### src/rtl/core/mrf_pkg.sv
// ----------------------------------------------------------------------------
// mrf_pkg
// Types, constants and the CRC-16 byte update shared by the request framer.
// ----------------------------------------------------------------------------
package mrf_pkg;

   localparam int unsigned MAX_WORDS  = 123;
   localparam int unsigned BUF_BYTES  = 9;
   localparam int unsigned HDR_WM_LEN = 7;
   localparam int unsigned FULL_LEN   = 6;
   localparam logic [15:0] CRC_INIT   = 16'hFFFF;
   localparam logic [15:0] CRC_POLY   = 16'hA001;
   localparam logic [7:0]  SLAVE_RESET = 8'h01;

   typedef enum logic [1:0] {
      OP_READ_HOLDING   = 2'd0,
      OP_READ_INPUT     = 2'd1,
      OP_WRITE_SINGLE   = 2'd2,
      OP_WRITE_MULTIPLE = 2'd3
   } op_type;

   localparam logic [7:0] FUNC_CODE [4] = '{8'h03, 8'h04, 8'h06, 8'h10};

   typedef struct packed {
      logic [1:0]  op;
      logic [15:0] start_address;
      logic [15:0] quantity;
      logic [15:0] data_word;
   } item_type;

   typedef struct packed {
      logic       open;
      logic [6:0] expected;
      logic [6:0] sent;
   } frame_state_type;

   // bytes[0] goes out first
   typedef struct packed {
      logic [BUF_BYTES-1:0][7:0] bytes;
      logic [3:0]                count;
      logic                      with_crc;
   } load_type;

   function automatic logic [15:0] crc16_byte(input logic [15:0] crc, input logic [7:0] b);
      logic [15:0] c;
      c = crc ^ {8'h00, b};
      for (int i = 0; i < 8; i++) begin
         if (c[0]) begin
            c = (c >> 1) ^ CRC_POLY;
         end else begin
            c = c >> 1;
         end
      end
      return c;
   endfunction

endpackage

### src/rtl/core/mrf_req_if.sv
// ----------------------------------------------------------------------------
// mrf_req_if
// Request item channel: valid/ready plus the request fields.
// ----------------------------------------------------------------------------
interface mrf_req_if;
   logic        valid;
   logic        ready;
   logic [1:0]  op;
   logic [15:0] start_address;
   logic [15:0] quantity;
   logic [15:0] data_word;

   modport source (output valid, output op, output start_address, output quantity,
                   output data_word, input ready);
   modport sink   (input valid, input op, input start_address, input quantity,
                   input data_word, output ready);
endinterface

### src/rtl/core/mrf_rsp_if.sv
// ----------------------------------------------------------------------------
// mrf_rsp_if
// Frame byte channel: valid/ready plus one byte and its end-of-frame flag.
// ----------------------------------------------------------------------------
interface mrf_rsp_if;
   logic       valid;
   logic       ready;
   logic [7:0] frame_byte;
   logic       frame_end;

   modport source (output valid, output frame_byte, output frame_end, input ready);
   modport sink   (input valid, input frame_byte, input frame_end, output ready);
endinterface

### src/rtl/core/mrf_csr_if.sv
// ----------------------------------------------------------------------------
// mrf_csr_if
// Register write channel carrying the slave address.
// ----------------------------------------------------------------------------
interface mrf_csr_if;
   logic       valid;
   logic       ready;
   logic [7:0] data;

   modport source (output valid, output data, input ready);
   modport sink   (input valid, input data, output ready);
endinterface

### src/rtl/core/mrf_frame_build.sv
// ----------------------------------------------------------------------------
// mrf_frame_build
// Lays out the frame bytes one request item produces and the next frame state.
// ----------------------------------------------------------------------------
module mrf_frame_build (
   input  mrf_pkg::item_type        item,
   input  logic [7:0]               slave_address,
   input  mrf_pkg::frame_state_type frame_st,
   output mrf_pkg::load_type        load_data,
   output mrf_pkg::frame_state_type frame_st_in
);

   logic [6:0] sent_n;
   logic [6:0] q;

   always_comb begin
      load_data   = '0;
      frame_st_in = frame_st;
      sent_n      = frame_st.sent + 7'd1;
      q           = (item.quantity > 16'(mrf_pkg::MAX_WORDS)) ?
                    7'(mrf_pkg::MAX_WORDS) : item.quantity[6:0];
      if (frame_st.open) begin
         // continuation of a write-multiple: data word only
         load_data.bytes[0] = item.data_word[15:8];
         load_data.bytes[1] = item.data_word[7:0];
         load_data.count    = 4'd2;
         if (sent_n >= frame_st.expected) begin
            load_data.with_crc = 1'b1;
            frame_st_in        = '0;
         end else begin
            frame_st_in.sent = sent_n;
         end
      end else begin
         load_data.bytes[0] = slave_address;
         load_data.bytes[1] = mrf_pkg::FUNC_CODE[item.op];
         load_data.bytes[2] = item.start_address[15:8];
         load_data.bytes[3] = item.start_address[7:0];
         load_data.with_crc = 1'b1;
         load_data.count    = 4'(mrf_pkg::FULL_LEN);
         case (mrf_pkg::op_type'(item.op))
            mrf_pkg::OP_READ_HOLDING, mrf_pkg::OP_READ_INPUT: begin
               load_data.bytes[4] = item.quantity[15:8];
               load_data.bytes[5] = item.quantity[7:0];
            end
            mrf_pkg::OP_WRITE_SINGLE: begin
               load_data.bytes[4] = item.data_word[15:8];
               load_data.bytes[5] = item.data_word[7:0];
            end
            mrf_pkg::OP_WRITE_MULTIPLE: begin
               load_data.bytes[4] = 8'h00;
               load_data.bytes[5] = {1'b0, q};
               load_data.bytes[6] = {q, 1'b0};
               load_data.count    = 4'(mrf_pkg::HDR_WM_LEN);
               if (q != 7'd0) begin
                  load_data.bytes[7] = item.data_word[15:8];
                  load_data.bytes[8] = item.data_word[7:0];
                  load_data.count    = 4'(mrf_pkg::BUF_BYTES);
                  if (q != 7'd1) begin
                     load_data.with_crc   = 1'b0;
                     frame_st_in.open     = 1'b1;
                     frame_st_in.expected = q;
                     frame_st_in.sent     = 7'd1;
                  end
               end
            end
            default: begin
               load_data = '0;
            end
         endcase
      end
   end

endmodule

### src/rtl/core/mrf_byte_serializer.sv
// ----------------------------------------------------------------------------
// mrf_byte_serializer
// Shifts out frame bytes one per cycle while rsp takes them, keeps the running CRC, appends it.
// ----------------------------------------------------------------------------
module mrf_byte_serializer (
   input  logic              clock,
   input  logic              reset,
   input  logic              load,
   input  mrf_pkg::load_type load_data,
   output logic              can_load,
   mrf_rsp_if.source         rsp
);

   logic [mrf_pkg::BUF_BYTES-1:0][7:0] buf_ff, buf_in;
   logic [3:0]  data_left_ff, data_left_in;
   logic [1:0]  crc_left_ff, crc_left_in;
   logic [15:0] crc_ff, crc_in;
   logic        out_valid_ff, out_valid_in;
   logic [7:0]  out_byte_ff, out_byte_in;
   logic        out_end_ff, out_end_in;
   logic        busy, advance, last, emit_crc_hi;

   assign busy        = (data_left_ff != 4'd0) || (crc_left_ff != 2'd0);
   assign advance     = busy && (!out_valid_ff || rsp.ready);
   assign last        = ((data_left_ff == 4'd1) && (crc_left_ff == 2'd0)) ||
                        ((data_left_ff == 4'd0) && (crc_left_ff == 2'd1));
   assign can_load    = !busy || (advance && last);
   assign emit_crc_hi = advance && (data_left_ff == 4'd0) && (crc_left_ff == 2'd1);

   always_comb begin
      buf_in       = buf_ff;
      data_left_in = data_left_ff;
      crc_left_in  = crc_left_ff;
      crc_in       = crc_ff;
      out_byte_in  = out_byte_ff;
      out_end_in   = out_end_ff;
      out_valid_in = out_valid_ff && !rsp.ready;
      if (advance) begin
         out_valid_in = 1'b1;
         if (data_left_ff != 4'd0) begin
            out_byte_in  = buf_ff[0];
            out_end_in   = 1'b0;
            crc_in       = mrf_pkg::crc16_byte(crc_ff, buf_ff[0]);
            buf_in       = {8'h00, buf_ff[mrf_pkg::BUF_BYTES-1:1]};
            data_left_in = data_left_ff - 4'd1;
         end else if (crc_left_ff == 2'd2) begin
            out_byte_in = crc_ff[7:0];
            out_end_in  = 1'b0;
            crc_left_in = 2'd1;
         end else begin
            out_byte_in = crc_ff[15:8];
            out_end_in  = 1'b1;
            crc_in      = mrf_pkg::CRC_INIT;
            crc_left_in = 2'd0;
         end
      end
      if (load) begin
         buf_in       = load_data.bytes;
         data_left_in = load_data.count;
         crc_left_in  = load_data.with_crc ? 2'd2 : 2'd0;
      end
   end

   always_ff @(posedge clock) begin
      if (reset) begin
         data_left_ff <= '0;
         crc_left_ff  <= '0;
         crc_ff       <= mrf_pkg::CRC_INIT;
         out_valid_ff <= 1'b0;
      end else begin
         data_left_ff <= data_left_in;
         crc_left_ff  <= crc_left_in;
         crc_ff       <= crc_in;
         out_valid_ff <= out_valid_in;
      end
      buf_ff      <= buf_in;
      out_byte_ff <= out_byte_in;
      out_end_ff  <= out_end_in;
   end

   assign rsp.valid      = out_valid_ff;
   assign rsp.frame_byte = out_byte_ff;
   assign rsp.frame_end  = out_end_ff;

   // the crc restarts once the closing byte has gone out
   a_crc_restart: assert property (@(posedge clock) disable iff (reset)
      emit_crc_hi |=> (crc_ff == mrf_pkg::CRC_INIT))
      else $error("crc not restarted after frame end");

   // a new item is only taken once the current byte run is finishing
   a_load_when_free: assert property (@(posedge clock) disable iff (reset)
      (load && busy) |-> (advance && last))
      else $error("serializer loaded while bytes remain");

endmodule

### src/rtl/core/modbus_rtu_request_framer.sv
// A request is registered, laid out into the byte shifter once the shifter can take it, and
// its first frame byte then leaves from the registered rsp output.
// The byte shifter sends one frame byte per cycle while rsp is ready: 8 bytes for a read or
// write-single item, 9 or 11 for a write-multiple opening item and 2 or 4 for a continuation.
// Reset: synchronous; slave address returns to 1, the crc to 0xFFFF, no frame is open.
// ----------------------------------------------------------------------------
// modbus_rtu_request_framer
// Modbus RTU master request framer: request items in, frame bytes with CRC out.
// ----------------------------------------------------------------------------
module modbus_rtu_request_framer (
   input  logic      clock,
   input  logic      reset,
   mrf_req_if.sink   req,
   mrf_rsp_if.source rsp,
   mrf_csr_if.sink   csr
);

   mrf_pkg::item_type        item_ff, item_in;
   logic                     item_valid_ff, item_valid_in;
   mrf_pkg::frame_state_type frame_ff, frame_in, frame_next;
   logic [7:0]               slave_ff, slave_in;
   mrf_pkg::load_type        load_data;
   logic                     can_load, load;

   assign load      = item_valid_ff && can_load;
   assign req.ready = !item_valid_ff || load;
   assign csr.ready = 1'b1;

   always_comb begin
      item_in       = item_ff;
      item_valid_in = item_valid_ff && !load;
      if (req.valid && req.ready) begin
         item_in.op            = req.op;
         item_in.start_address = req.start_address;
         item_in.quantity      = req.quantity;
         item_in.data_word     = req.data_word;
         item_valid_in         = 1'b1;
      end
      frame_in = load ? frame_next : frame_ff;
      slave_in = csr.valid ? csr.data : slave_ff;
   end

   always_ff @(posedge clock) begin
      if (reset) begin
         item_valid_ff <= 1'b0;
         frame_ff      <= '0;
         slave_ff      <= mrf_pkg::SLAVE_RESET;
      end else begin
         item_valid_ff <= item_valid_in;
         frame_ff      <= frame_in;
         slave_ff      <= slave_in;
      end
      item_ff <= item_in;
   end

   mrf_frame_build u_build (
      .item          (item_ff),
      .slave_address (slave_ff),
      .frame_st      (frame_ff),
      .load_data     (load_data),
      .frame_st_in   (frame_next)
   );

   mrf_byte_serializer u_ser (
      .clock     (clock),
      .reset     (reset),
      .load      (load),
      .load_data (load_data),
      .can_load  (can_load),
      .rsp       (rsp)
   );

   // an open write-multiple frame always has words still to come
   a_open_words_left: assert property (@(posedge clock) disable iff (reset)
      frame_ff.open |-> (frame_ff.sent < frame_ff.expected))
      else $error("open frame with no words left");

   a_open_bound: assert property (@(posedge clock) disable iff (reset)
      frame_ff.open |-> (frame_ff.expected <= 7'(mrf_pkg::MAX_WORDS)))
      else $error("word count above limit");

endmodule

### src/flat_wrapper.sv
// flat-port wrapper written by rule: the top's interface ports become plain ports
module modbus_rtu_request_framer_flat 
  (clock, reset, req_valid, req_op, req_start_address, req_quantity, req_data_word, req_ready, rsp_valid, rsp_frame_byte, rsp_frame_end, rsp_ready, csr_valid, csr_data, csr_ready);
  mrf_req_if req_i ();
  mrf_rsp_if rsp_i ();
  mrf_csr_if csr_i ();
  input  logic clock;
  input  logic reset;
  input wire logic [$bits(req_i.valid)-1:0] req_valid;
  input wire logic [$bits(req_i.op)-1:0] req_op;
  input wire logic [$bits(req_i.start_address)-1:0] req_start_address;
  input wire logic [$bits(req_i.quantity)-1:0] req_quantity;
  input wire logic [$bits(req_i.data_word)-1:0] req_data_word;
  output wire logic [$bits(req_i.ready)-1:0] req_ready;
  output wire logic [$bits(rsp_i.valid)-1:0] rsp_valid;
  output wire logic [$bits(rsp_i.frame_byte)-1:0] rsp_frame_byte;
  output wire logic [$bits(rsp_i.frame_end)-1:0] rsp_frame_end;
  input wire logic [$bits(rsp_i.ready)-1:0] rsp_ready;
  input wire logic [$bits(csr_i.valid)-1:0] csr_valid;
  input wire logic [$bits(csr_i.data)-1:0] csr_data;
  output wire logic [$bits(csr_i.ready)-1:0] csr_ready;
  assign req_i.valid = req_valid;
  assign req_i.op = req_op;
  assign req_i.start_address = req_start_address;
  assign req_i.quantity = req_quantity;
  assign req_i.data_word = req_data_word;
  assign req_ready = req_i.ready;
  assign rsp_valid = rsp_i.valid;
  assign rsp_frame_byte = rsp_i.frame_byte;
  assign rsp_frame_end = rsp_i.frame_end;
  assign rsp_i.ready = rsp_ready;
  assign csr_i.valid = csr_valid;
  assign csr_i.data = csr_data;
  assign csr_ready = csr_i.ready;
  modbus_rtu_request_framer u_core (.clock(clock), .reset(reset), .req(req_i), .rsp(rsp_i), .csr(csr_i));
endmodule
### config.mk
export PLATFORM = sky130hd
export DESIGN_NAME = modbus_rtu_request_framer_flat
export DESIGN_NICKNAME = d
export VERILOG_FILES = /design/src/rtl/core/mrf_pkg.sv /design/src/rtl/core/mrf_req_if.sv /design/src/rtl/core/mrf_rsp_if.sv /design/src/rtl/core/mrf_csr_if.sv /design/src/rtl/core/mrf_frame_build.sv /design/src/rtl/core/mrf_byte_serializer.sv /design/src/rtl/core/modbus_rtu_request_framer.sv /design/src/flat_wrapper.sv
export SDC_FILE = /design/constraint.sdc
export NUM_CORES = 1
export LEC_CHECK = 0
export ABC_AREA = 1
export BUFFER_PORTS_ARGS = -buffer_cell sky130_fd_sc_hd__buf_2
export CORE_ASPECT_RATIO = 1.4
export CORE_MARGIN = 5
export CORE_UTILIZATION = 39
export DETAILED_ROUTE_END_ITERATION = 10
export GPL_TIMING_DRIVEN = 0
export HOLD_SLACK_MARGIN = 0.1
export SYNTH_ARGS = -nofsm -noshare
export SYNTH_HDL_FRONTEND = slang
export SYNTH_SLANG_ARGS = --single-unit
### constraint.sdc
create_clock -name clock -period 4.5 [get_ports clock]
set_input_delay 0.9 -clock clock [delete_from_list [all_inputs] [get_ports clock]]
set_output_delay 0.9 -clock clock [all_outputs]
set_load 0.01 [all_outputs]
## After elaboration in Yosys (flattened, before gate mapping)

Cells that the tools add are included.

- Bits of input ports: 63
- Register bits: 178
- Output and inout bits: 12
- Word-level logic and storage cells: 143

- Bitwise logic cells: 10
- Eq/ne operators: 10
- Add/sub/neg operators: 2
- Reduce and logical (&&, ||, !) cells: 35
- Muxes and demuxes: 59
- $lt $le $gt $ge: 3

Operators by type and width:

| operator | count |
|---|---|
| 16-bit 2-to-1 mux | 25 |
| 72-bit 2-to-1 mux | 3 |
| 15-bit 2-to-1 mux | 4 |
| 56-bit 2-to-1 mux | 1 |
| 16-bit one-hot mux with 3 select lines | 1 |
| 8-bit 2-to-1 mux | 5 |
| 2-bit NOT with 3-bit output | 9 |
| 24-bit 2-to-1 mux | 1 |
| 21-bit 2-to-1 mux | 1 |
| 8-bit binary-select mux with 2-bit select | 1 |
| 16-bit by 7-bit greater-than comparator with 1-bit output, second input constant | 1 |
| 16-bit by 8-bit XOR with 16-bit output | 1 |
| 7-bit 2-to-1 mux | 2 |
| 4-bit 2-to-1 mux | 3 |
| 2-bit nonzero test | 6 |
| 5-bit 2-to-1 mux | 2 |
| 1-bit logical AND | 8 |
| 2-bit 2-to-1 mux | 4 |
| 7-bit by 1-bit adder with 7-bit output, second input constant | 1 |
| 7-bit greater-or-equal comparator | 1 |
| 7-bit by 1-bit != test with 1-bit output, second input constant | 1 |
| 7-bit nonzero test | 1 |
| 2-bit == test, second input constant | 3 |
| 1-bit 2-to-1 mux | 6 |
| 15 further kinds | 28 |

## Logic depth before layout (Yosys ltp)

- Depth after elaboration: 32
- Depth in mapped cells: 15
- Gate-level depth less buffers: 15

## Cells and area by module

A second synthesis with hierarchy kept.

- Cells, all modules: 1,054
- Area, all modules: 8,793.4 µm²

Modules (own cells, without submodules):

| module | area an instance (µm²) | sequential area each (µm²) | cells each | times used |
|---|---|---|---|---|
| mrf_byte_serializer | 4,830.9 | 2,892.8 | 549 | 1 |
| modbus_rtu_request_framer | 2,453.6 | 1,981.9 | 189 | 1 |
| mrf_frame_build | 1,508.9 | 0.0 | 316 | 1 |

## Worst setup path after synthesis

No wires, ideal clock.

- Path kind: input to register
- Start: input port rsp_ready
- End: register u_core.u_ser.buf_ff[0] (netlist bit), enable pin
- Path buffers: 1
- Data arrival time: 3,565 ps
- Setup time: 458 ps
- Path slack: 477 ps
- Stages on the path: 7
- Data required time: 4,042 ps
- Path through: inv_1 nand2_1 nand2_1 nand2_1 nand2_4 buf_6 a21oi_2

- Word-level cells in the longest chain between the ends: 7
- Elaborated cells on any way between the ends: 8
- Classes of those cells: reduce/logical (8)

Ends and longest elaborated chain:

| what | RTL line | RTL |
|---|---|---|
| start: declaration | flat_wrapper.sv:18 | `input wire logic [$bits(rsp_i.ready)-1:0] rsp_ready;` |
| 1-bit logical OR (*) | mrf_byte_serializer.sv:24 | `assign advance = busy && (!out_valid_ff \|\| rsp.ready);` |
| 1-bit logical AND (*) | mrf_byte_serializer.sv:24 |  |
| 1-bit logical AND | mrf_byte_serializer.sv:27 | `assign can_load = !busy \|\| (advance && last);` |
| 1-bit logical OR | mrf_byte_serializer.sv:27 |  |
| 1-bit logical AND | modbus_rtu_request_framer.sv:25 | `assign load = item_valid_ff && can_load;` |
| 2-bit nonzero test (no source line) | n/a |  |
| 2-bit AND reduction (no source line) (*) | n/a |  |
| end signal: assignment | mrf_byte_serializer.sv:76 | `buf_ff <= buf_in;` |
| end: declaration | mrf_byte_serializer.sv:14 | `logic [mrf_pkg::BUF_BYTES-1:0][7:0] buf_ff, buf_in;` |

Every way passes the cells marked *; elsewhere a longest branch is shown, timed or not.
A chain may end at the register's enable or synchronous reset.

## Worst setup path after layout

- Start: register u_core.u_ser.data_left_ff[0]
- End: register u_core.u_ser.buf_ff[39] (netlist bit), enable pin

- Word-level cells in the longest chain between the ends: 8
- Elaborated cells on any way between the ends: 15
- Classes of those cells: eq/ne (1); reduce/logical (14)

Ends and longest elaborated chain:

| what | RTL line | RTL |
|---|---|---|
| start: declaration | mrf_byte_serializer.sv:15 | `logic [3:0] data_left_ff, data_left_in;` |
| start signal: assignment | mrf_byte_serializer.sv:71 | `data_left_ff <= data_left_in;` |
| 4-bit nonzero test (*) | mrf_byte_serializer.sv:23 | `assign busy = (data_left_ff != 4'd0) \|\| (crc_left_ff != 2'd0);` |
| 1-bit logical OR (*) | mrf_byte_serializer.sv:23 |  |
| 1-bit logical AND (*) | mrf_byte_serializer.sv:24 |  |
| net u_core.u_ser.advance | mrf_byte_serializer.sv:21 | `logic busy, advance, last, emit_crc_hi;` |
| 1-bit logical AND | mrf_byte_serializer.sv:27 |  |
| 1-bit logical OR | mrf_byte_serializer.sv:27 |  |
| 1-bit logical AND | modbus_rtu_request_framer.sv:25 |  |
| 2-bit nonzero test (no source line) | n/a |  |
| 2-bit AND reduction (no source line) (*) | n/a |  |

Mark *: on every way through the listed nets, which the timed path passes. The rest lies on a longest branch.

==> qor.csv <==
stage,metric,value,unit
pwr,p_leak,4.11,nW
place,place_congestion,0.894,
pwr,power.density,716,nW/um^2
cts,clock_path_buffers,2,
synth,async_flop_share,0,%
floorplan,die-area,23600,um^2
synth,synth-seq-cells,178,
cts,cts_setup_buffers,0,
finish,fin_nets,977,
synth,yosysWarnings,0,
worst_setup_path,crit_arrival,3250,ps
run,drv_cap,0,
worst_setup_path,crit_fanout,28,
floorplan,die_h,180,um
timing,worst_pin_slew,870,ps
grt,grt_first_pass_wirelength,29.5,mm
floorplan,placementRows,62,
synth,yosysMostFrequentCell,nand2_1,
place,port-buffer-count,73,
routing,first_pass_iters,5,
cts,clock_latency,440,ps
worst_setup_path,cp-start-kind,flop,
synth,yosys-top-cells-count,"nand2_1, edfxtp_1, nor2_1, inv_1, o21ai_0",
floorplan,die_w,131,um
place,hpwl,13.7,mm
timing,fmax,322,MHz
synth,syn_avg_cell_area,9.98,um^2
floorplan,core_area,20400,um^2
grt,grt_pass1_vias,5635,
routing,route.detailed.drc,0,
synth,seq_area_frac_synth,60.6,%
place,dp_worst_setup_slack,1260,ps
finish,fin_util,46.1,%
grt,antenna_found_initial,0,
routing,vias_per_cell,4.92,
synth,synth-simple-area-share,19.0,%
floorplan,initial_core_util,39.4,%
finish,nFillCells,1950,
finish,drive_gt1_share,17.5,%
routing,drt-initial-drc-count,455,
synth,synthFlopType,edfxtp_1,
finish,diodes,0,
timing,rsz0062_at_grt,false,
hold_path,min_path_type,flop to flop,
timing,period_minus_slack,3100,ps
timing,hold_viol_final,0,
cts,cts_sinks,178,
grt,grtUsageTotal,15.8,%
synth,synthCells,806,
synth,syn_area,8050,um^2
synth,synth-compound-area-share,11.0,%
timing,maxSlewViolCount,0,
finish,area_delta_synth_final,17.0,%
floorplan,io_pins,75,
worst_setup_path,cp-end-kind,flop,
synth,synthDistinctLibCells,45,
synth,synth_nets,882,
cts,hold_buffers,0,
routing,post_drt_wl_per_cell,15.8,um
synth,yosys.area.top_type,edfxtp_1,
cts,h-tree-depth,4,
synth,synth_top_area_share,48.9,%
cts,cts_tree,done,
timing,maxSlewHeadroom,41.8,%
timing,whs,493,ps
grt,grt.overflow.total,0,
routing,num_vias,5755,
synth,synth-edff-count,131,
timing,fin_tns_setup,0,ps
synth,synth_area_leaders,"edfxtp_1, dfxtp_1, nand2_1",
timing,finalSetupViolations,0,
routing,detail-route-antenna-nets,0,
worst_setup_path,critPathKind,flop to flop,
routing,wirelength,18.5,mm
timing,fin_crit_sh,68.9,%
synth,synthXorXnorAreaFrac,1.09,%
place,dp.cells,1138,
grt,grt_max_degree,47,
synth,synth_mux_area_share,0,%
synth,synthAdderAreaFrac,2.02,%
cts,cts.clk_slew.worst_paths,70,ps
finish,layoutNonFillerInstCount,1170,
timing,fin_ws,1400,ps
cts,cts-root-buf,clkbuf_16,
cts,cts_made_buffers,17,
pwr,vdd_drop_max,0.000311,V
worst_setup_path,crit_required,4640,ps
timing,skew,21.0,ps
synth,synth_top_family_by_area,simple AND/OR/NAND/NOR gates,
status,status,"finished, final reports clean",
cts,cts-resized-gates,0,
-- critical path, cell delays in order (launching register included) --
cell     delay [ps]
dfxtp_1         380
inv_1            70
ha_1            220
nand2_1         120
inv_2           100
nand2_1         130
nand2_1         100
inv_1           310
a21oi_1         160
a21oi_4         690
buf_12          290
buf_16          200
-- state kept, by name, indices dropped and copies added, names as in the netlist --
name	count
u_core.frame_ff	15
u_core.item_ff	50
u_core.item_valid_ff	1
u_core.slave_ff	8
u_core.u_ser.buf_ff	72
u_core.u_ser.crc_ff	16
u_core.u_ser.crc_left_ff	2
u_core.u_ser.data_left_ff	4
u_core.u_ser.rsp.frame_byte	8
u_core.u_ser.rsp.frame_end	1
u_core.u_ser.rsp.valid	1
-- layout by cell type, fill, tap and decap left out, types with 2 or more instances in the layout --
cell type,netlist,final
clkbuf_16,0,17
a22o_1,17,17
buf_4,2,2
nor2_8,2,2
nand3_1,24,24
nand2_2,4,4
nand2_4,5,5
nand4_1,7,7
inv_2,2,3
o21ai_0,54,54
nor2_4,3,3
inv_8,0,10
nor2_1,93,93
xnor2_1,4,4
o21ai_2,6,6
buf_12,1,3
nor3_1,2,2
dfxtp_1,47,47
nand2_1,201,201
o21a_1,2,2
edfxtp_1,131,131
buf_6,5,5
buf_2,9,82
a22oi_1,12,12
xor2_1,6,6
ha_1,13,13
a21oi_1,22,22
o21ai_1,4,4
o221ai_1,3,3
inv_1,78,77
o22ai_1,22,22
clkbuf_1,9,9
inv_4,2,2
-- worst paths after layout --
path         slack, ps  cells past startpoint                         start                          end
max               1400                     11  u_core.u_ser.data_left_ff[0]      u_core.u_ser.buf_ff[39]
min                490                      2   u_core.u_ser.crc_left_ff[0]  u_core.u_ser.crc_left_ff[0]
max reg2reg       1400                     11  u_core.u_ser.data_left_ff[0]      u_core.u_ser.buf_ff[39]
min reg2reg        490                      2   u_core.u_ser.crc_left_ff[0]  u_core.u_ser.crc_left_ff[0]
-- per-layer routing --
metal	track usage [%]	share of wire [%]
met1	18.6	41
met2	27.8	52
met3	3.30	4.2
met4	6.63	2.5
met5	0	0
-- area by class of cell --
| cell class | instances | area (um^2) | area share (%) |
|---|---|---|---|
| plain buffers | 27 | 185 | 1.97 |
| clock buffers | 17 | 425 | 4.52 |
| clock inverters | 15 | 180 | 1.91 |
| inverters | 83 | 317 | 3.36 |
| multi-input cells | 518 | 2680 | 28.4 |
| flip-flops and latches | 178 | 4870 | 51.8 |
| well taps | 256 | 320 | 3.40 |
| repair buffers | 76 | 433 | 4.60 |
-- metrics by stage --
stage	power, W	cell area [um^2]
5_1_grt	0.00720	9410
3_3_place_gp	0.00519	8730
3_5_place_dp	0.00527	8810
2_1_floorplan	0.00451	8050
6_report	0.00674	9410
4_1_cts	0.00680	9410
-- kinds of logic (layout without fill, tap and decap cells) --
family          Yosys count  after routing
simple gates            350            350
fa+ha+maj                13             13
flops                   178            178
compound gates          144            144
buf+inv                 110            218
other cells               1              1
xor+xnor                 10             10
-- power by group --
part	internal, W	leakage [nW]	switching [W]	total (W)
sequential	0.00264	1.66	0.000256	0.00289
clock	0.000805	0.300	0.000710	0.00151
combinational	0.000812	2.15	0.00152	0.00233
Power figures use the tool's default switching activity.
